`config.mk`:
```
export PLATFORM = sky130hd
export DESIGN_NAME = dual_button_click_longpress_flat
export DESIGN_NICKNAME = d
export VERILOG_FILES = /design/src/hdl/dbclp_pkg.sv /design/src/hdl/dbclp_if.sv /design/src/hdl/dbclp_lane.sv /design/src/hdl/dbclp_queue.sv /design/src/hdl/dual_button_click_longpress.sv /design/src/flat_wrapper.sv
export SDC_FILE = /design/constraint.sdc
export NUM_CORES = 1
export LEC_CHECK = 0
export BUFFER_PORTS_ARGS = -buffer_cell sky130_fd_sc_hd__clkbuf_2
export CAP_MARGIN = 30
export CORE_ASPECT_RATIO = 1.75
export CORE_UTILIZATION = 60
export CTS_BUF_LIST = sky130_fd_sc_hd__clkbuf_8 sky130_fd_sc_hd__clkbuf_16
export DETAILED_ROUTE_END_ITERATION = 7
export PLACE_DENSITY = 0.79
export SLEW_MARGIN = 15
export SYNTH_ARGS = -nofsm -noshare
export SYNTH_HDL_FRONTEND = slang
export SYNTH_SLANG_ARGS = --single-unit
```
`constraint.sdc`:
```
create_clock -name clk -period 15 [get_ports clk]
set_input_delay 3 -clock clk [delete_from_list [all_inputs] [get_ports clk]]
set_output_delay 3 -clock clk [all_outputs]
set_load 0.01 [all_outputs]
```
`src/hdl/dbclp_pkg.sv`:
```
// ----------------------------------------------------------------------------
// dbclp_pkg
// Shared types and constants of the two-button click / long-press block.
// ----------------------------------------------------------------------------
package dbclp_pkg;

  localparam int QUEUE_DEPTH = 8;
  localparam int QD_AW       = (QUEUE_DEPTH > 1) ? $clog2(QUEUE_DEPTH) : 1;
  localparam int CNT_W       = QD_AW + 1;

  localparam int TS_W  = 32;
  localparam int CFG_W = 16;
  localparam int CFG_IW = 1;

  localparam logic [CFG_IW-1:0] CFG_DEBOUNCE   = 1'd0;
  localparam logic [CFG_IW-1:0] CFG_LONG_PRESS = 1'd1;

  localparam logic [CFG_W-1:0] DEBOUNCE_RST   = 16'd20;
  localparam logic [CFG_W-1:0] LONG_PRESS_RST = 16'd600;

  localparam logic [CNT_W-1:0] QD_FULL = CNT_W'(QUEUE_DEPTH);
  localparam logic [QD_AW-1:0] QD_LAST = QD_AW'(QUEUE_DEPTH - 1);

  typedef enum logic [1:0] {
    EV_NONE  = 2'd0,
    EV_CLICK = 2'd1,
    EV_LONG  = 2'd2
  } ev_kind_t;

  // per-lane findings handed to the merge stage
  typedef struct packed {
    logic ev_valid;
    logic ev_long;
    logic held;
  } lane_out_t;

  // queue entry: long flag and button
  typedef struct packed {
    logic is_long;
    logic button;
  } ev_code_t;

  typedef struct packed {
    logic     event_button;
    ev_kind_t event_kind;
    logic     held_a;
    logic     held_b;
  } res_t;

endpackage

```
`src/hdl/dbclp_if.sv`:
```
// ----------------------------------------------------------------------------
// dbclp_in_if / dbclp_out_if
// Valid/ready channels for samples and results.
// ----------------------------------------------------------------------------
interface dbclp_in_if;
  logic        valid;
  logic        ready;
  logic        cmd;
  logic [31:0] now_ms;
  logic        raw_a;
  logic        raw_b;

  modport source (output valid, cmd, now_ms, raw_a, raw_b, input ready);
  modport sink   (input valid, cmd, now_ms, raw_a, raw_b, output ready);
endinterface

interface dbclp_out_if;
  logic       valid;
  logic       ready;
  logic       event_button;
  logic [1:0] event_kind;
  logic       held_a;
  logic       held_b;

  modport source (output valid, event_button, event_kind, held_a, held_b, input ready);
  modport sink   (input valid, event_button, event_kind, held_a, held_b, output ready);
endinterface

```
`src/hdl/dbclp_lane.sv`:
```
// ----------------------------------------------------------------------------
// dbclp_lane
// Debouncer and click / long-press detector for one button.
// ----------------------------------------------------------------------------
module dbclp_lane (
  input  logic                        clk,
  input  logic                        rst_n,
  input  logic                        fire,
  input  logic                        raw,
  input  logic [dbclp_pkg::TS_W-1:0]  now_ms,
  input  logic [dbclp_pkg::CFG_W-1:0] debounce_ms,
  input  logic [dbclp_pkg::CFG_W-1:0] long_press_ms,
  output dbclp_pkg::lane_out_t        lane_out
);
  import dbclp_pkg::*;

  logic            stable_r, stable_nxt;
  logic            last_raw_r;
  logic [TS_W-1:0] last_change_r, last_change_nxt;
  logic [TS_W-1:0] press_start_r, press_start_nxt;
  logic            long_r, long_nxt;

  logic            chg;
  logic [TS_W-1:0] deb_diff;
  logic [TS_W-1:0] press_diff;
  logic            settle;
  logic            press_acc;
  logic            long_eff;
  logic            click;
  logic            long_hit;

  always_comb begin
    chg             = raw != last_raw_r;
    last_change_nxt = chg ? now_ms : last_change_r;
    deb_diff        = chg ? '0 : (now_ms - last_change_r);
    settle          = (raw != stable_r) && (deb_diff >= {{(TS_W-CFG_W){1'b0}}, debounce_ms});
    stable_nxt      = settle ? raw : stable_r;
    press_acc       = settle && raw;
    press_start_nxt = press_acc ? now_ms : press_start_r;
    long_eff        = press_acc ? 1'b0 : long_r;
    press_diff      = press_acc ? '0 : (now_ms - press_start_r);
    click           = settle && !raw && !long_r;
    long_hit        = !click && stable_nxt && !long_eff &&
                      (press_diff >= {{(TS_W-CFG_W){1'b0}}, long_press_ms});
    long_nxt        = long_hit | long_eff;

    lane_out.ev_valid = click | long_hit;
    lane_out.ev_long  = long_hit;
    lane_out.held     = stable_nxt;
  end

  always_ff @(posedge clk) begin
    if (!rst_n) begin
      stable_r      <= 1'b0;
      last_raw_r    <= 1'b0;
      last_change_r <= '0;
      press_start_r <= '0;
      long_r        <= 1'b0;
    end else if (fire) begin
      stable_r      <= stable_nxt;
      last_raw_r    <= raw;
      last_change_r <= last_change_nxt;
      press_start_r <= press_start_nxt;
      long_r        <= long_nxt;
    end
  end

`ifndef SYNTH
  // a long press is only ever reported while the button is held
  a_long_needs_held: assert property (@(posedge clk) disable iff (!rst_n)
    lane_out.ev_long |-> lane_out.held)
    else $error("long press without held level");
  // a click comes only from a release
  a_click_on_release: assert property (@(posedge clk) disable iff (!rst_n)
    (lane_out.ev_valid && !lane_out.ev_long) |-> (stable_r && !lane_out.held))
    else $error("click without release");
`endif

endmodule

```
`src/hdl/dbclp_queue.sv`:
```
// ----------------------------------------------------------------------------
// dbclp_queue
// Merges the lane events into the event queue, A before B, and pops one.
// ----------------------------------------------------------------------------
module dbclp_queue (
  input  logic                 clk,
  input  logic                 rst_n,
  input  logic                 fire,
  input  logic                 pop_req,
  input  dbclp_pkg::lane_out_t lane_a,
  input  dbclp_pkg::lane_out_t lane_b,
  output logic                 event_button,
  output dbclp_pkg::ev_kind_t  event_kind
);
  import dbclp_pkg::*;

  ev_code_t         mem_r   [QUEUE_DEPTH];
  ev_code_t         mem_nxt [QUEUE_DEPTH];
  logic [QD_AW-1:0] head_r, head_nxt;
  logic [CNT_W-1:0] cnt_r, cnt_nxt;

  logic [CNT_W-1:0] cnt1, cnt2;
  logic [CNT_W-1:0] sum_a, sum_b;
  logic [QD_AW-1:0] tail_a, tail_b;
  logic             push_a, push_b, pop;
  ev_code_t         head_code;

  always_comb begin
    mem_nxt = mem_r;
    push_a  = lane_a.ev_valid && (cnt_r < QD_FULL);
    sum_a   = {1'b0, head_r} + cnt_r;
    tail_a  = (sum_a >= QD_FULL) ? QD_AW'(sum_a - QD_FULL) : sum_a[QD_AW-1:0];
    if (push_a) begin
      mem_nxt[tail_a] = '{is_long: lane_a.ev_long, button: 1'b0};
    end
    cnt1    = cnt_r + CNT_W'(push_a);
    push_b  = lane_b.ev_valid && (cnt1 < QD_FULL);
    sum_b   = {1'b0, head_r} + cnt1;
    tail_b  = (sum_b >= QD_FULL) ? QD_AW'(sum_b - QD_FULL) : sum_b[QD_AW-1:0];
    if (push_b) begin
      mem_nxt[tail_b] = '{is_long: lane_b.ev_long, button: 1'b1};
    end
    cnt2      = cnt1 + CNT_W'(push_b);
    pop       = pop_req && (cnt2 != '0);
    head_code = mem_nxt[head_r];
    head_nxt  = pop ? ((head_r == QD_LAST) ? '0 : head_r + 1'b1) : head_r;
    cnt_nxt   = cnt2 - CNT_W'(pop);

    event_button = pop ? head_code.button : 1'b0;
    if (!pop) begin
      event_kind = EV_NONE;
    end else if (head_code.is_long) begin
      event_kind = EV_LONG;
    end else begin
      event_kind = EV_CLICK;
    end
  end

  always_ff @(posedge clk) begin
    if (fire) begin
      mem_r <= mem_nxt;
    end
  end

  always_ff @(posedge clk) begin
    if (!rst_n) begin
      head_r <= '0;
      cnt_r  <= '0;
    end else if (fire) begin
      head_r <= head_nxt;
      cnt_r  <= cnt_nxt;
    end
  end

`ifndef SYNTH
  a_cnt_bound: assert property (@(posedge clk) disable iff (!rst_n)
    cnt_r <= QD_FULL)
    else $error("queue count beyond depth");
  a_empty_none: assert property (@(posedge clk) disable iff (!rst_n)
    (cnt_r == '0 && !lane_a.ev_valid && !lane_b.ev_valid) |-> (event_kind == EV_NONE))
    else $error("event popped from empty queue");
`endif

endmodule

```
`src/hdl/dual_button_click_longpress.sv`:
```
// ----------------------------------------------------------------------------
// dual_button_click_longpress
// Two debounced buttons with click and long-press events and an event queue.
// ----------------------------------------------------------------------------
// Usage:
//   in_ch carries one sample per item: timestamp in ms, raw levels of buttons
//   A and B, and cmd (1 = pop one queued event after the sample is applied).
//   out_ch returns exactly one result per item: the popped event (button and
//   kind, none when nothing is queued or no pop was asked) and both debounced
//   levels after the sample.
//   cfg_we/cfg_index/cfg_wdata write debounce_ms (index 0) and long_press_ms
//   (index 1); write only while no item is in flight.
// Timing:
//   one item per cycle while in_ch.ready is high; results are registered in
//   out_r or skid_r. Both lanes and the queue update in the accepting cycle.
// Stall:
//   a two-entry output stage (output register plus skid register) lets one
//   more item enter while a result waits; in_ch.ready drops while the skid
//   register is full.
// Reset:
//   rst_n is synchronous; both buttons released, queue empty, registers at
//   20 ms debounce and 600 ms long press.
// ----------------------------------------------------------------------------
module dual_button_click_longpress (
  input  logic                         clk,
  input  logic                         rst_n,
  input  logic                         cfg_we,
  input  logic [dbclp_pkg::CFG_IW-1:0] cfg_index,
  input  logic [dbclp_pkg::CFG_W-1:0]  cfg_wdata,
  dbclp_in_if.sink                     in_ch,
  dbclp_out_if.source                  out_ch
);
  import dbclp_pkg::*;

  logic [CFG_W-1:0] debounce_r;
  logic [CFG_W-1:0] long_press_r;

  logic      in_fire;
  logic      out_take;
  lane_out_t lane_a, lane_b;
  logic      q_button;
  ev_kind_t  q_kind;
  res_t      res;

  res_t      out_r, out_nxt;
  res_t      skid_r, skid_nxt;
  logic      out_valid_r, out_valid_nxt;
  logic      skid_valid_r, skid_valid_nxt;

  always_ff @(posedge clk) begin
    if (!rst_n) begin
      debounce_r   <= DEBOUNCE_RST;
      long_press_r <= LONG_PRESS_RST;
    end else if (cfg_we) begin
      unique case (cfg_index)
        CFG_DEBOUNCE:   debounce_r   <= cfg_wdata;
        CFG_LONG_PRESS: long_press_r <= cfg_wdata;
        default: ;
      endcase
    end
  end

  assign in_ch.ready = !skid_valid_r;
  assign in_fire     = in_ch.valid && !skid_valid_r;
  assign out_take    = out_valid_r && out_ch.ready;

  dbclp_lane u_lane_a (
    .clk          (clk),
    .rst_n        (rst_n),
    .fire         (in_fire),
    .raw          (in_ch.raw_a),
    .now_ms       (in_ch.now_ms),
    .debounce_ms  (debounce_r),
    .long_press_ms(long_press_r),
    .lane_out     (lane_a)
  );

  dbclp_lane u_lane_b (
    .clk          (clk),
    .rst_n        (rst_n),
    .fire         (in_fire),
    .raw          (in_ch.raw_b),
    .now_ms       (in_ch.now_ms),
    .debounce_ms  (debounce_r),
    .long_press_ms(long_press_r),
    .lane_out     (lane_b)
  );

  dbclp_queue u_queue (
    .clk         (clk),
    .rst_n       (rst_n),
    .fire        (in_fire),
    .pop_req     (in_ch.cmd),
    .lane_a      (lane_a),
    .lane_b      (lane_b),
    .event_button(q_button),
    .event_kind  (q_kind)
  );

  always_comb begin
    res.event_button = q_button;
    res.event_kind   = q_kind;
    res.held_a       = lane_a.held;
    res.held_b       = lane_b.held;
  end

  // output register plus skid register
  always_comb begin
    out_nxt        = out_r;
    skid_nxt       = skid_r;
    out_valid_nxt  = out_valid_r;
    skid_valid_nxt = skid_valid_r;
    if (out_take || !out_valid_r) begin
      if (skid_valid_r) begin
        out_nxt        = skid_r;
        out_valid_nxt  = 1'b1;
        skid_valid_nxt = 1'b0;
      end else if (in_fire) begin
        out_nxt       = res;
        out_valid_nxt = 1'b1;
      end else begin
        out_valid_nxt = 1'b0;
      end
    end else if (in_fire) begin
      skid_nxt       = res;
      skid_valid_nxt = 1'b1;
    end
  end

  always_ff @(posedge clk) begin
    out_r  <= out_nxt;
    skid_r <= skid_nxt;
  end

  always_ff @(posedge clk) begin
    if (!rst_n) begin
      out_valid_r  <= 1'b0;
      skid_valid_r <= 1'b0;
    end else begin
      out_valid_r  <= out_valid_nxt;
      skid_valid_r <= skid_valid_nxt;
    end
  end

  assign out_ch.valid        = out_valid_r;
  assign out_ch.event_button = out_r.event_button;
  assign out_ch.event_kind   = out_r.event_kind;
  assign out_ch.held_a       = out_r.held_a;
  assign out_ch.held_b       = out_r.held_b;

`ifndef SYNTH
  a_skid_behind_out: assert property (@(posedge clk) disable iff (!rst_n)
    skid_valid_r |-> out_valid_r)
    else $error("skid holds an item while output is empty");
  a_stall_to_skid: assert property (@(posedge clk) disable iff (!rst_n)
    (in_fire && out_valid_r && !out_ch.ready) |=> skid_valid_r)
    else $error("item lost during output stall");
`endif

endmodule

```
`src/flat_wrapper.sv`:
```
// flat-port wrapper written by rule: the top's interface ports become plain ports
module dual_button_click_longpress_flat import dbclp_pkg::*;
  (clk, rst_n, cfg_we, cfg_index, cfg_wdata, in_ch_valid, in_ch_cmd, in_ch_now_ms, in_ch_raw_a, in_ch_raw_b, in_ch_ready, out_ch_valid, out_ch_event_button, out_ch_event_kind, out_ch_held_a, out_ch_held_b, out_ch_ready);
  dbclp_in_if in_ch_i ();
  dbclp_out_if out_ch_i ();
  input  logic clk;
  input  logic rst_n;
  input  logic cfg_we;
  input  logic [dbclp_pkg::CFG_IW-1:0] cfg_index;
  input  logic [dbclp_pkg::CFG_W-1:0] cfg_wdata;
  input wire logic [$bits(in_ch_i.valid)-1:0] in_ch_valid;
  input wire logic [$bits(in_ch_i.cmd)-1:0] in_ch_cmd;
  input wire logic [$bits(in_ch_i.now_ms)-1:0] in_ch_now_ms;
  input wire logic [$bits(in_ch_i.raw_a)-1:0] in_ch_raw_a;
  input wire logic [$bits(in_ch_i.raw_b)-1:0] in_ch_raw_b;
  output wire logic [$bits(in_ch_i.ready)-1:0] in_ch_ready;
  output wire logic [$bits(out_ch_i.valid)-1:0] out_ch_valid;
  output wire logic [$bits(out_ch_i.event_button)-1:0] out_ch_event_button;
  output wire logic [$bits(out_ch_i.event_kind)-1:0] out_ch_event_kind;
  output wire logic [$bits(out_ch_i.held_a)-1:0] out_ch_held_a;
  output wire logic [$bits(out_ch_i.held_b)-1:0] out_ch_held_b;
  input wire logic [$bits(out_ch_i.ready)-1:0] out_ch_ready;
  assign in_ch_i.valid = in_ch_valid;
  assign in_ch_i.cmd = in_ch_cmd;
  assign in_ch_i.now_ms = in_ch_now_ms;
  assign in_ch_i.raw_a = in_ch_raw_a;
  assign in_ch_i.raw_b = in_ch_raw_b;
  assign in_ch_ready = in_ch_i.ready;
  assign out_ch_valid = out_ch_i.valid;
  assign out_ch_event_button = out_ch_i.event_button;
  assign out_ch_event_kind = out_ch_i.event_kind;
  assign out_ch_held_a = out_ch_i.held_a;
  assign out_ch_held_b = out_ch_i.held_b;
  assign out_ch_i.ready = out_ch_ready;
  dual_button_click_longpress u_core (.clk(clk), .rst_n(rst_n), .cfg_we(cfg_we), .cfg_index(cfg_index), .cfg_wdata(cfg_wdata), .in_ch(in_ch_i), .out_ch(out_ch_i));
endmodule
```
### Yosys cells after proc, flatten, opt, wreduce, memory -nomap -nowiden

Index checks and enable logic that the tools add are counted.

| storage, ports and cells | value |
|---|---|
| bits in latches | 0 |
| input port bits | 57 |
| RAM bits | 0 |
| word-level logic and storage cells | 153 |
| ROM bits | 0 |
| memories | 0 |
| output and inout bits | 7 |
| register bits after elaboration | 201 |

| cells by class | value |
|---|---|
| bitwise logic cells | 10 |
| shift-type cells | 0 |
| add/sub/neg operators | 12 |
| equal/unequal tests | 5 |
| muxes and demuxes | 29 |
| div/mod/pow operators | 0 |
| multiply operators | 0 |
| reduce and logical (&&, ||, !) cells | 44 |
| order comparisons | 13 |

Operators by type and width:

| cell | number |
|---|---|
| >= comparator 32 x 16 -> 1 bit | 4 |
| 2-to-1 mux 32 bit | 4 |
| subtractor 32 bit | 4 |
| bitwise mux 16 bit | 2 |
| 2-to-1 mux 16 bit | 2 |
| logical AND 1 bit | 21 |
| >= comparator 4 bit, second input constant | 5 |
| AND reduction 2 bit | 9 |
| demux 2 bit (select 3 bit) | 2 |
| 2-to-1 mux 2 bit | 6 |
| inverter 3 -> 4 bit | 3 |
| logical NOT 1 bit | 10 |
| 2-to-1 mux 5 bit | 2 |
| 2-to-1 mux 3 bit | 3 |
| adder 3 x 4 -> 4 bit | 2 |
| adder 4 x 1 -> 4 bit | 2 |
| < comparator 4 x 1 -> 1 bit, second input constant | 2 |
| < comparator 4 bit, second input constant | 2 |
| 2-to-1 mux 1 bit | 7 |
| binary-select mux 2 bit (select 3 bit) | 1 |
| subtractor 3 x 1 -> 3 bit, second input constant | 2 |
| != test 1 bit | 4 |
| bitwise OR 1 bit | 4 |
| nonzero test 4 bit | 1 |
| 7 further kinds | 9 |

### Longest topological paths before layout

Gate-level depths: netlist of run 1.

| depth | value |
|---|---|
| depth after elaboration | 30 |
| mapped depth | 47 |
| gate-level depth less buffers | 45 |

### Modules after synthesis

From an unflattened synthesis of run 1, not the netlist that was laid out.

| unflattened totals | value |
|---|---|
| cell total of the unflattened synthesis | 2389 |
| area total of the unflattened synthesis | 18485.2 um2 |

By module, submodules not included:

| module | cells each | seq. area each (um2) | times used | area an instance (um2) |
|---|---|---|---|---|
| dbclp_lane (u_core.u_lane_b) | 1055 | 1341.3 | 1 | 7708.6 |
| dbclp_lane (u_core.u_lane_a) | 1005 | 1341.3 | 1 | 7278.2 |
| dbclp_queue | 172 | 620.6 | 1 | 1765.4 |
| dual_button_click_longpress | 157 | 980.9 | 1 | 1732.9 |

### Worst setup path after synthesis of run 1

OpenSTA, ideal clock, no wires.

| timing path | value |
|---|---|
| path type | in2reg |
| start | input in_ch_now_ms[0] |
| end | register u_core.u_queue.cnt_r[2] |
| path slack | 3457 ps |
| setup time | 76 ps |
| path buffers | 2 |
| stages | 43 |
| required time | 14924 ps |
| arrival time | 11468 ps |
| path through | inv_1 > ha_1 > fa_1 > nand2b_1 > a21o_1 > a21o_1 > o211a_4 > o21ai_0 > xnor2_1 > nor2_1 > ha_1 > nand4_1 > nor4_1 > a21oi_1 > a21oi_1 > clkbuf_1 > nor2_1 > ha_1 > [7 not listed] > nor3_4 > buf_6 > nor2_1 > nor2_1 > ha_1 > nand3_1 > xor2_1 > nand2_1 > inv_1 > ha_1 > ha_1 > o41ai_1 > inv_1 > ha_1 > ha_1 > xnor2_1 > or3_1 > a21boi_0 |

| on the way | value |
|---|---|
| longest elaborated chain between the ends | 19 |
| elaborated cells between the ends (all ways) | 44 |
| those cells by class | add/sub: 7; order compare: 5; mux: 8; bitwise: 2; reduce/logical: 22 |

RTL lines:

| element | RTL line | text |
|---|---|---|
| start: declaration | flat_wrapper.sv:13 | `input wire logic [$bits(in_ch_i.now_ms)-1:0] in_ch_now_ms;` |
| parallel branches: the longest is 15 deep, another holds subtractor 32 bit | -- |  |
| adder 4 x 1 -> 4 bit (*) | dbclp_queue.sv:43 | `cnt2 = cnt1 + CNT_W'(push_b);` |
| nonzero test 4 bit | dbclp_queue.sv:44 | `pop = pop_req && (cnt2 != '0);` |
| logical AND 1 bit | dbclp_queue.sv:44 |  |
| subtractor 4 x 1 -> 4 bit (*) | dbclp_queue.sv:47 | `cnt_nxt = cnt2 - CNT_W'(pop);` |
| end signal: assignment | dbclp_queue.sv:71 | `cnt_r <= cnt_nxt;` |
| end: declaration | dbclp_queue.sv:20 | `logic [CNT_W-1:0] cnt_r, cnt_nxt;` |

Mark *: on every way between the ends.
A chain may end at the register's enable or synchronous reset.

### Worst setup path in the final report of run 1

| timing path | value |
|---|---|
| start | input in_ch_now_ms[0] |
| end | register u_core.out_r (netlist bit u_core.out_ch.event_kind[1]), data pin |

| on the way | value |
|---|---|
| longest elaborated chain between the ends | 30 |
| elaborated cells between the ends (all ways) | 64 |
| those cells by class | add/sub: 8; order compare: 8; mux: 22; bitwise: 3; reduce/logical: 23 |

RTL lines:

| element | RTL line | text |
|---|---|---|
| parallel branches: the longest is 27 deep, another holds subtractor 32 bit | -- |  |
| 2-to-1 mux 2 bit (*) | dbclp_queue.sv:50 | `if (!pop) begin` |
| 2-to-1 mux 5 bit (*) | dual_button_click_longpress.sv:118 | `end else if (in_fire) begin` |
| 2-to-1 mux 5 bit (*) | dual_button_click_longpress.sv:114 | `if (skid_valid_r) begin` |
| end signal: assignment | dual_button_click_longpress.sv:131 | `out_r <= out_nxt;` |
| end: declaration | dual_button_click_longpress.sv:45 | `res_t out_r, out_nxt;` |

Mark *: on every way between the ends. The select of a mux whose other input is x is not followed.

==> results of run 1 <==
==> registers in the layout, indices dropped and copies added, names as in the netlist, 2 cells and up <==
| name | cells |
|---|---|
| u_core.skid_r | 5 |
| u_core.u_queue.cnt_r | 4 |
| u_core.u_lane_b.last_change_r | 32 |
| u_core.out_ch.event_kind | 2 |
| u_core.u_queue.mem_r | 16 |
| u_core.u_lane_b.press_start_r | 32 |
| u_core.long_press_r | 16 |
| u_core.u_queue.head_r | 3 |
| u_core.debounce_r | 16 |
| u_core.u_lane_a.press_start_r | 32 |
| u_core.u_lane_a.last_change_r | 32 |
==> metal layers <==
| layer | vias up | GRT usage (%) | wire length, um |
|---|---|---|---|
| li1 | 8687 | - | - |
| met1 | 8318 | 37.0 | 21000 |
| met2 | 585 | 66.7 | 28500 |
| met3 | 244 | 4.16 | 2490 |
| met4 | 0 | 31.1 | 5260 |
| met5 | - | 0 | 0 |
==> per-stage QoR <==
stage / worst slack (ns) / utilization, % / total power, W
after floorplan: 3.46 / - / 0.00132
after global placement: 2.40 / 62.2 / 0.00155
after detailed placement: 2.35 / 62.3 / 0.00157
after CTS: 2.86 / 64.8 / 0.00215
after global routing: 2.01 / 64.8 / 0.00229
final: 2.81 / 64.8 / 0.00216
==> worst min-delay path, stage by stage, from the launching register on <==
cell     delay (ns)
dfxtp_1        0.31
nand2_1        0.05
a21oi_1        0.05
==> report_power, final <==
part / leakage [nW] / switching (W) / internal [W]
logic: 5.51 / 0.000594 / 0.000353
registers: 1.68 / 0.0000318 / 0.000599
clock network: 0.374 / 0.000261 / 0.000319
total: 7.56 / 0.000887 / 0.00127
==> cell type report <==
class | instances | area, sq um | area share (%)
clock inverters | 18 | 174 | 0.896
well taps | 387 | 484 | 2.49
repair buffers | 82 | 465 | 2.40
flip-flops and latches | 201 | 4280 | 22.1
clock buffers | 23 | 576 | 2.97
inverters | 197 | 739 | 3.81
multi-input cells | 1967 | 12700 | 65.4
==> synth_stat cells, types with 9 or more instances <==
cell      count
nor3_1       33
o31ai_1      10
buf_2         9
nor4_1       11
and2_1       25
a21oi_1     247
a21o_1       45
mux2i_1      12
o21bai_1     11
ha_1        198
edfxtp_1     26
a211oi_1     25
a21boi_0     92
o21a_1       28
or3_1        11
o211ai_1     32
or2_2        12
clkbuf_1     86
nand4_1      33
o21ai_1      16
nand3_1      41
dfxtp_1     175
nand2b_1     34
xor2_1       52
nand2_1     466
xnor2_1      50
o21ai_0     104
a31oi_1      12
nor2_1      154
and3_1       11
inv_1       195
nor2b_1      21
==> kinds of logic (layout without fill, tap and decap cells) <==
kind of cell,after synthesis,after routing,share of synthesized area [%]
buffers and inverters,310,320,7.14
AO/OA/AOI/OAI,746,746,27.0
flip-flops,201,201,23.4
multiplexers,17,17,0.966
XOR/XNOR,102,102,4.89
AND/OR/NAND/NOR,898,898,22.3
adder cells (fa/ha/maj),204,204,14.2
==> path summary, 6_finish.rpt <==
check                                      endpoint                         startpoint  slack, ns
setup reg to reg        u_core.out_ch.event_kind[1]   u_core.u_lane_a.last_change_r[0]       5.26
hold reg to reg   u_core.u_lane_b.last_change_r[29]  u_core.u_lane_b.last_change_r[29]       0.45
setup / recovery        u_core.out_ch.event_kind[1]                    in_ch_now_ms[0]       2.81
hold / removal    u_core.u_lane_b.last_change_r[29]  u_core.u_lane_b.last_change_r[29]       0.45
==> metrics, run 1 <==
status complete, no violations; ys flop type dfxtp_1; CTS buffer count 23; synth-to-layout area growth 6.25%; root buffer cell clkbuf_16; DR iter-0 viols 1,015; WP data arrival 12.51 ns; Final Hold Viols 0; peak supply drop 0.000101 V; most used cell, CP ha_1; filler instances 2,751; min cycle time layout 12.19 ns; most frequent cells in the layout 466 x nand2_1, 247 x a21oi_1, 199 x inv_1; crit-path leading delay family compound AO/OA/AOI/OAI gates; Post-DP Area 18,700 sq um; PD cells 111 nW/um^2; Setup Buffers After CTS 0; Static Leak 7.56 nW; DIE HEIGHT 233 um; Final Wtd Congestion 0.981; worst path bufs/invs 5; period utilisation layout 81.3%; WHS 0.452 ns; Clk pin slew, worst setup/hold paths 0.07 ns; DRC 0; Routed WL 57,300 um; commonest non-fill, non-tap cell in the layout nand2_1; worst skew pair latency 0.56 ns; drt first pass iters 6; Final Net Count 2,733; initial core utilization 61.0%; FMAX 82.0 MHz; top post-synthesis cells by area dfxtp_1 19%, ha_1 14%, nand2_1 9.6%, a21oi_1 6.8%, edfxtp_1 4.3%; CP max stage cell o31ai_1; design area 19,400 sq um; Post-synth EDFFs 26; Hold Path Stages 2; Core Area 30,000 sq um; clk buf depth 3; crit start category primary input; share of layout cells above drive strength 1 7.32%; Setup TNS 0 ns; H-tree levels 1; post-DR vias/cell 6.20; detailed-route via count 17,800; post-synth cell types 111; register area share after synthesis 23.4%; Least-Margin Pin Slew 0.968 ns; # placed instances 2,834; Gate Count Post-Synth 2,478; synthesis-stage register bit count 201; RSZ-0062 raised after global routing false; Ports 64; total global routing overflow 0; synth warn 0; die width 134 um; gr usage total 36.7%; Setup CP Type in -> reg; Mapped Area 18,300 sq um; first-pass GRT wire length 90,000 um; initial antenna violation count 0; CTS sink count 201; Synth top area share 19.2%; Worst path max stage delay 0.70 ns; Hold Path Class reg -> reg; Synthesized Nets 2,739; Worst path depth 45; Avg Inst Size Synth 7.37 sq um; largest fanout on the critical path 18; vias in the first global route 17,400; maxcap violations 0; Final Skew 0.0276 ns; Cell Rows 84; max-slew violations 0; Die ar. 31,200 sq um; Worst EP required 15.32 ns; FFs w/ async S/R, synth 0%; Max-slew headroom 35.5%; ant diodes 0; CTS Hold Bufs 0; area leader, netlist dfxtp_1; Crit. End Element flop; final setup fails 0; number of routed nets with antenna violations 0; TritonCTS clock tree done; post-cts sizing count 0; hpwl dp 44,900 um; Port Buf Inserts 63; largest net degree at the start of global routing 81; Finished Layout Cells 2,875; drt wl/cell 19.9 um; FF-to-FF path depth 43
Note: power is estimated with default switching activity, not from simulation.
==> run 2: changes to the inputs <==
--- a/config.mk
+++ b/config.mk
@@ -5,6 +5,7 @@
 export SDC_FILE = /design/constraint.sdc
 export NUM_CORES = 1
 export LEC_CHECK = 0
+export ABC_AREA = 1
 export BUFFER_PORTS_ARGS = -buffer_cell sky130_fd_sc_hd__clkbuf_2
 export CAP_MARGIN = 30
 export CORE_ASPECT_RATIO = 1.75
==> constraint.sdc (replaced) <==
create_clock -name clk -period 12.27 [get_ports clk]
set_input_delay 2.454 -clock clk [delete_from_list [all_inputs] [get_ports clk]]
set_output_delay 2.454 -clock clk [all_outputs]
set_load 0.01 [all_outputs]
==> run 2 against run 1 <==
Effect of this change: sequential power grew 23%; worst setup slack worse by 0.54 ns; design area up 6.0%; clock power up 15%; combinational power up 27%; clock-buffer cell count grew 2; power grew 23%; critical path type unchanged.
==> metrics, run 2 <==
TritonCTS clock tree done; most frequent cells after synthesis 857 x nand2_1, 593 x inv_1, 300 x a21oi_1; drt first pass iters 6 (unchanged); Setup CP Type in -> reg; synthesis-stage register bit count 201 (unchanged); WP data arrival 10.30 ns (-2.21 ns); H-tree levels 1 (unchanged); Synth top area share 18.3% (-0.88 points); most frequent cells in the layout 855 x nand2_1, 596 x inv_1, 300 x a21oi_1; die width 137 um (+2.3%); Final Skew 0.0163 ns (-0.0114 ns); first-pass GRT wire length 96,400 um (+7.2%); post-cts sizing count 0 (unchanged); initial core utilization 60.9% (about the same); detailed-route via count 20,200 (+13%); most used cell, CP nand2_1; status complete, no violations; vias in the first global route 19,500 (+12%); CP max stage cell ha_1; Hold Path Class reg -> reg; Final Util 65.5% (+0.69 points); gr usage total 38.6% (+1.9 points); share of layout cells above drive strength 1 5.52% (-1.8 points); crit start category primary input; Avg Inst Size Synth 6.04 sq um (-18%); synth-to-layout area growth 7.49%; maxcap violations 0 (unchanged); Final Hold Viols 0 (unchanged); filler instances 3,038 (+10%); CTS sink count 201 (unchanged); CTS Hold Bufs 0 (unchanged); worst skew pair latency 0.55 ns (about the same); commonest non-fill, non-tap cell in the layout nand2_1; Worst EP required 12.57 ns (-2.75 ns); Port Buf Inserts 63 (unchanged); CTS buffer count 21 (-8.7%); top post-synthesis cells by area dfxtp_1 18%, nand2_1 17%, ha_1 13%, inv_1 12%, a21oi_1 7.8%; Worst path max stage delay 0.49 ns (-0.21 ns); FFs w/ async S/R, synth 0% (unchanged); Crit. End Element flop; crit-path leading delay family simple AND/OR/NAND/NOR gates; total global routing overflow 0 (unchanged); Core Area 31,400 sq um (+4.9%); peak supply drop 0.000145 V (+43%); Routed WL 62,600 um (+9.3%); drt wl/cell 17.3 um (-13%); largest fanout on the critical path 18 (unchanged); Final Wtd Congestion 1.07 (+8.9%); ys flop type dfxtp_1; Gate Count Post-Synth 3,170 (+28%); hpwl dp 51,300 um (+14%); Die ar. 32,700 sq um (+4.7%); RSZ-0062 raised after global routing false; Setup Buffers After CTS 0 (unchanged); DIE HEIGHT 238 um (+2.3%); Max-slew headroom 46.8% (+11 points); min cycle time layout 10.00 ns; count leader, synth nand2_1; Setup TNS 0 ns (unchanged); ant diodes 0 (unchanged); Synthesized Nets 3,431 (+25%); clk buf depth 3 (unchanged); initial antenna violation count 0 (unchanged); period utilisation layout 81.5%; post-synth cell types 48 (-57%); Ports 64 (unchanged); Cell Rows 86 (+2.4%); PD cells 129 nW/um^2 (+16%); largest net degree at the start of global routing 85 (+4.9%); worst path bufs/invs 6 (+1); FMAX 100 MHz; area leader, netlist dfxtp_1; register area share after synthesis 22.4% (-1.1 points); Post-synth EDFFs 26 (unchanged); root buffer cell clkbuf_16; Final Net Count 3,472 (+27%); Static Leak 10.7 nW (+41%); Least-Margin Pin Slew 0.798 ns (-0.170 ns); max-slew violations 0 (unchanged); DR iter-0 viols 1,098 (+8.2%); synth warn 0 (unchanged); number of routed nets with antenna violations 0 (unchanged); DRC 0 (unchanged); final setup fails 0 (unchanged); Clk pin slew, worst setup/hold paths 0.06 ns (about the same); Power Total 0.00265 W (+23%); post-DR vias/cell 5.58 (-10%); Mapped Area 19,100 sq um (+4.8%)
-- run 2: cell count changes in the layout (fill, tap and decap cells not counted), moves of 53 or more --
cell | before | now
inv_1 | 199 | 596
nand2_1 | 466 | 855
nand3_1 | 41 | 175
o21ai_0 | 104 | 220
nor2_1 | 153 | 254
a21boi_0 | 92 | 4
a21oi_1 | 247 | 300
-- run 2: layer usage --
| metal | part of all wire, % | GRT usage, % |
|---|---|---|
| met4 | 11 | 36.8 |
| met3 | 4.7 | 4.87 |
| met2 | 50 | 69.6 |
| met1 | 35 | 36.6 |
| met5 | 0 | 0 |
-- run 2: metrics by stage --
step                cells  instance area [sq um]  setup slack [ns]  hold WS, ns
global placement     3582                  19800              2.04        0.442
floorplan            3170                  19100              2.65        0.433
finish               3622                  20600              2.27        0.458
detailed placement   3583                  19900              1.84        0.451
global route         3622                  20600              1.57        0.478
CTS                  3621                  20600              2.38        0.461
-- run 2: worst paths after layout --
check / startpoint / endpoint / slack [ns] / depth (start not counted)
worst max-delay path: in_ch_now_ms[17] / u_core.out_ch.event_kind[0] / 2.27 / 48
worst min-delay path: u_core.u_lane_b.last_change_r[21] / u_core.u_lane_b.last_change_r[21] / 0.46 / 2
worst max register to register: u_core.u_lane_a.last_change_r[15] / u_core.out_ch.event_kind[0] / 4.17 / 48
worst min register to register: u_core.u_lane_b.last_change_r[21] / u_core.u_lane_b.last_change_r[21] / 0.46 / 2
-- run 2: logic make-up (layout without fill, tap and decap cells) --
group	Yosys count	count (layout)	share of synthesized area [%]
DFF	201	201	22.4
and+or+nand+nor	1446	1446	31.9
AOI/OAI and AO/OA	582	582	16.1
adders and majority gates	204	204	13.6
xor gates and xnor gates	61	61	2.79
buffers and inverters	676	732	13.3
-- run 2: power by group --
part	switching, W	leakage (nW)	total [W]	internal (W)
clock	0.000298	0.355	0.000665	0.000367
sequential	0.0000320	1.70	0.000776	0.000744
combinational	0.000794	8.62	0.00120	0.000411
total	0.00112	10.7	0.00265	0.00152
-- run 2: cell type report --
cell class / instances / area [sq um] / area share (%)
multi-input combinational: 2293 / 12300 / 59.9
clock inverter: 13 / 104 / 0.505
clock buffer: 25 / 592 / 2.88
tap: 396 / 495 / 2.41
sequential: 201 / 4280 / 20.8
timing repair buffer: 78 / 455 / 2.21
inverter: 616 / 2310 / 11.2
-- run 2: worst register-to-register path, delay by kind of cell, from the launching register on --
family	cells	cell delay [ns]
and+or+nand+nor	29	4.12
adders and majority gates	5	1.62
AOI/OAI and AO/OA	7	0.83
buffers and inverters	6	0.70
DFF	1	0.32
xor gates and xnor gates	1	0.26
==> run 3: changes to the inputs <==
--- a/config.mk
+++ b/config.mk
@@ -9,10 +9,10 @@
 export BUFFER_PORTS_ARGS = -buffer_cell sky130_fd_sc_hd__clkbuf_2
 export CAP_MARGIN = 30
 export CORE_ASPECT_RATIO = 1.75
-export CORE_UTILIZATION = 60
+export CORE_UTILIZATION = 58
 export CTS_BUF_LIST = sky130_fd_sc_hd__clkbuf_8 sky130_fd_sc_hd__clkbuf_16
 export DETAILED_ROUTE_END_ITERATION = 7
-export PLACE_DENSITY = 0.79
+export PLACE_DENSITY = 0.8
 export SLEW_MARGIN = 15
 export SYNTH_ARGS = -nofsm -noshare
 export SYNTH_HDL_FRONTEND = slang
==> constraint.sdc (replaced) <==
create_clock -name clk -period 8.19 [get_ports clk]
set_input_delay 1.638 -clock clk [delete_from_list [all_inputs] [get_ports clk]]
set_output_delay 1.638 -clock clk [all_outputs]
set_load 0.01 [all_outputs]
==> run 3 against run 2 <==
Effect of this change: combinational power increased by 65%; routed wire length is 7.3% higher; hold slack better by 0.00067 ns; final cell count rose by 3.7%; register-to-register slack got worse by 2.9 ns; clock-buffer cell count rose by 1; critical path type unchanged; sequential power grew 49%; highest routed layer unchanged; worst setup slack worse by 2.0 ns; design area up 6.0%; non-clock buffer count rose by 128.
==> metrics, run 3 (synthesis results as in run 2) <==
status complete, no violations; Setup Buffers After CTS 0 (unchanged); initial core utilization 59.2% (-1.7 points); Final Hold Viols 0 (unchanged); dpl ws -0.349 ns (-2.19 ns); maxcap violations 0 (unchanged); worst path bufs/invs 10 (+4); final setup fails 0 (unchanged); RSZ-0062 raised after global routing false; ant diodes 0 (unchanged); drt wl/cell 17.9 um (+3.5%); filler instances 3,042 (+0.13%); min cycle time layout 7.88 ns; PD cells 191 nW/um^2 (+48%); post-DR vias/cell 5.61 (+0.57%); Crit. End Element flop; Static Leak 11.3 nW (+6.2%); Max-slew headroom 45.0% (-1.8 points); Worst path max stage delay 0.41 ns (-0.08 ns); setup slack, reg-to-reg 1.24 ns (-2.93 ns); commonest non-fill, non-tap cell in the layout nand2_1; Die ar. 33,800 sq um (+3.4%); hpwl dp 55,000 um (+7.1%); worst skew pair latency 0.55 ns (about the same); DRC 0 (unchanged); worst setup margin 0.306 ns (-1.96 ns); total global routing overflow 0 (unchanged); Storage cell area 4280 sq um (unchanged); FMAX 127 MHz; CTS buffer count 22 (+4.8%); clk buf depth 3 (unchanged); Hold Path Class reg -> reg; WP data arrival 8.33 ns (-1.97 ns); max-slew violations 0 (unchanged); initial antenna violation count 0 (unchanged); WHS 0.458 ns (+0.000672 ns); Final Wtd Congestion 1.04 (-3.1%); synth-to-layout area growth 14.0%; Routed WL 67,200 um (+7.3%); design area 21,800 sq um (+6.0%); gr usage total 39.3% (+0.74 points); CTS Hold Bufs 0 (unchanged); largest net degree at the start of global routing 86 (+1.2%); share of layout cells above drive strength 1 10.1% (+4.6 points); Worst EP required 8.63 ns (-3.94 ns); Setup CP Type in -> reg; TritonCTS clock tree done; Core Area 32,300 sq um (+2.9%); Final Net Count 3,601 (+3.7%); number of routed nets with antenna violations 0 (unchanged); crit path to u_core.u_queue.cnt_r[2]; most frequent cells in the layout 851 x nand2_1, 597 x inv_1, 300 x a21oi_1; r2r startpoint u_core.u_lane_a.last_change_r[26]; area of the multi-input gates 12,600 sq um (+1.7%); Critical path origin in_ch_now_ms[4]; Post-DP Area 20,900 sq um (+5.1%); vias in the first global route 20,300 (+3.7%); RR Endpoint u_core.u_queue.cnt_r[2]; hold_sp u_core.u_lane_b.press_start_r[26]; post-cts sizing count 0 (unchanged); Final Skew 0.0202 ns (+0.00392 ns); H-tree levels 1 (unchanged); Clk pin slew, worst setup/hold paths 0.07 ns (about the same); die width 139 um (+1.7%); CTS sink count 201 (unchanged); detailed-route via count 21,100 (+4.3%); most used cell, CP ha_1; Port Buf Inserts 63 (unchanged); Worst path depth 47 (-2.1%); Ports 64 (unchanged); peak supply drop 0.000173 V (+19%); DR iter-0 viols 1,371 (+25%); crit start category primary input; Cell Rows 87 (+1.2%); Least-Margin Pin Slew 0.825 ns (+0.0272 ns); crit-path leading delay family simple AND/OR/NAND/NOR gates; FF-to-FF path depth 45 (-6.3%); root buffer cell clkbuf_16; largest fanout on the critical path 6 (-12); first-pass GRT wire length 104,000 um (+7.4%); drt first pass iters 6 (unchanged); DIE HEIGHT 242 um (+1.7%); period utilisation layout 96.3%; CP max stage cell ha_1
[run 3: cell count changes in the layout (fill, tap and decap cells not counted), moves of 4 or more]
cell,previous run,this run
nand3_2,8,14
nand3_1,175,168
ha_4,0,7
ha_1,198,189
buf_4,14,139
nand2_1,855,851
[run 3: metrics by stage]
step | util (%) | setup TNS, ns | cells | total power (W)
after CTS | 66.8 | 0 | 3753 | 0.00410
after global placement | 64.6 | -0.707 | 3714 | 0.00304
after global routing | 67.5 | 0 | 3755 | 0.00444
after floorplan | - | 0 | 3170 | 0.00248
after detailed placement | 64.6 | -2.70 | 3714 | 0.00309
final | 67.5 | 0 | 3755 | 0.00416
[run 3: where the power goes]
group | switching [W] | internal [W]
registers | 0.0000495 | 0.00111
logic | 0.00125 | 0.000730
clock network | 0.000449 | 0.000561
total | 0.00175 | 0.00241
[run 3: routing by layer]
layer	global-route usage, %	vias up	share of wire [%]
met3	4.65	287	5.7
met1	39.6	9532	36
met5	0	-	0
met4	36.0	0	10
li1	-	10400	-
met2	70.3	817	48
[run 3: area by class of cell]
class / instances / area share, %
flip-flops and latches: 201 / 19.6
clock inverters: 13 / 0.505
well taps: 400 / 2.29
multi-input cells: 2293 / 57.5
repair buffers: 206 / 6.66
inverters: 616 / 10.6
clock buffers: 26 / 2.78
[run 3: worst min path at each step]
stage                                              endpoint  slack, ns  cells after the start
after CTS                 u_core.u_lane_a.press_start_r[19]       0.46                      2
after global routing      u_core.u_lane_b.press_start_r[19]       0.48                      2
final                     u_core.u_lane_b.press_start_r[26]       0.46                      2
after global placement    u_core.u_lane_b.press_start_r[26]       0.44                      2
after floorplan           u_core.u_lane_a.last_change_r[10]       0.43                      2
after detailed placement  u_core.u_lane_a.last_change_r[21]       0.45                      2
[run 3: worst min-delay path, cell delays in order, from the launching register on]
cell and delay, ns:
dfxtp_1 0.30, inv_1 0.06, a21oi_1 0.05
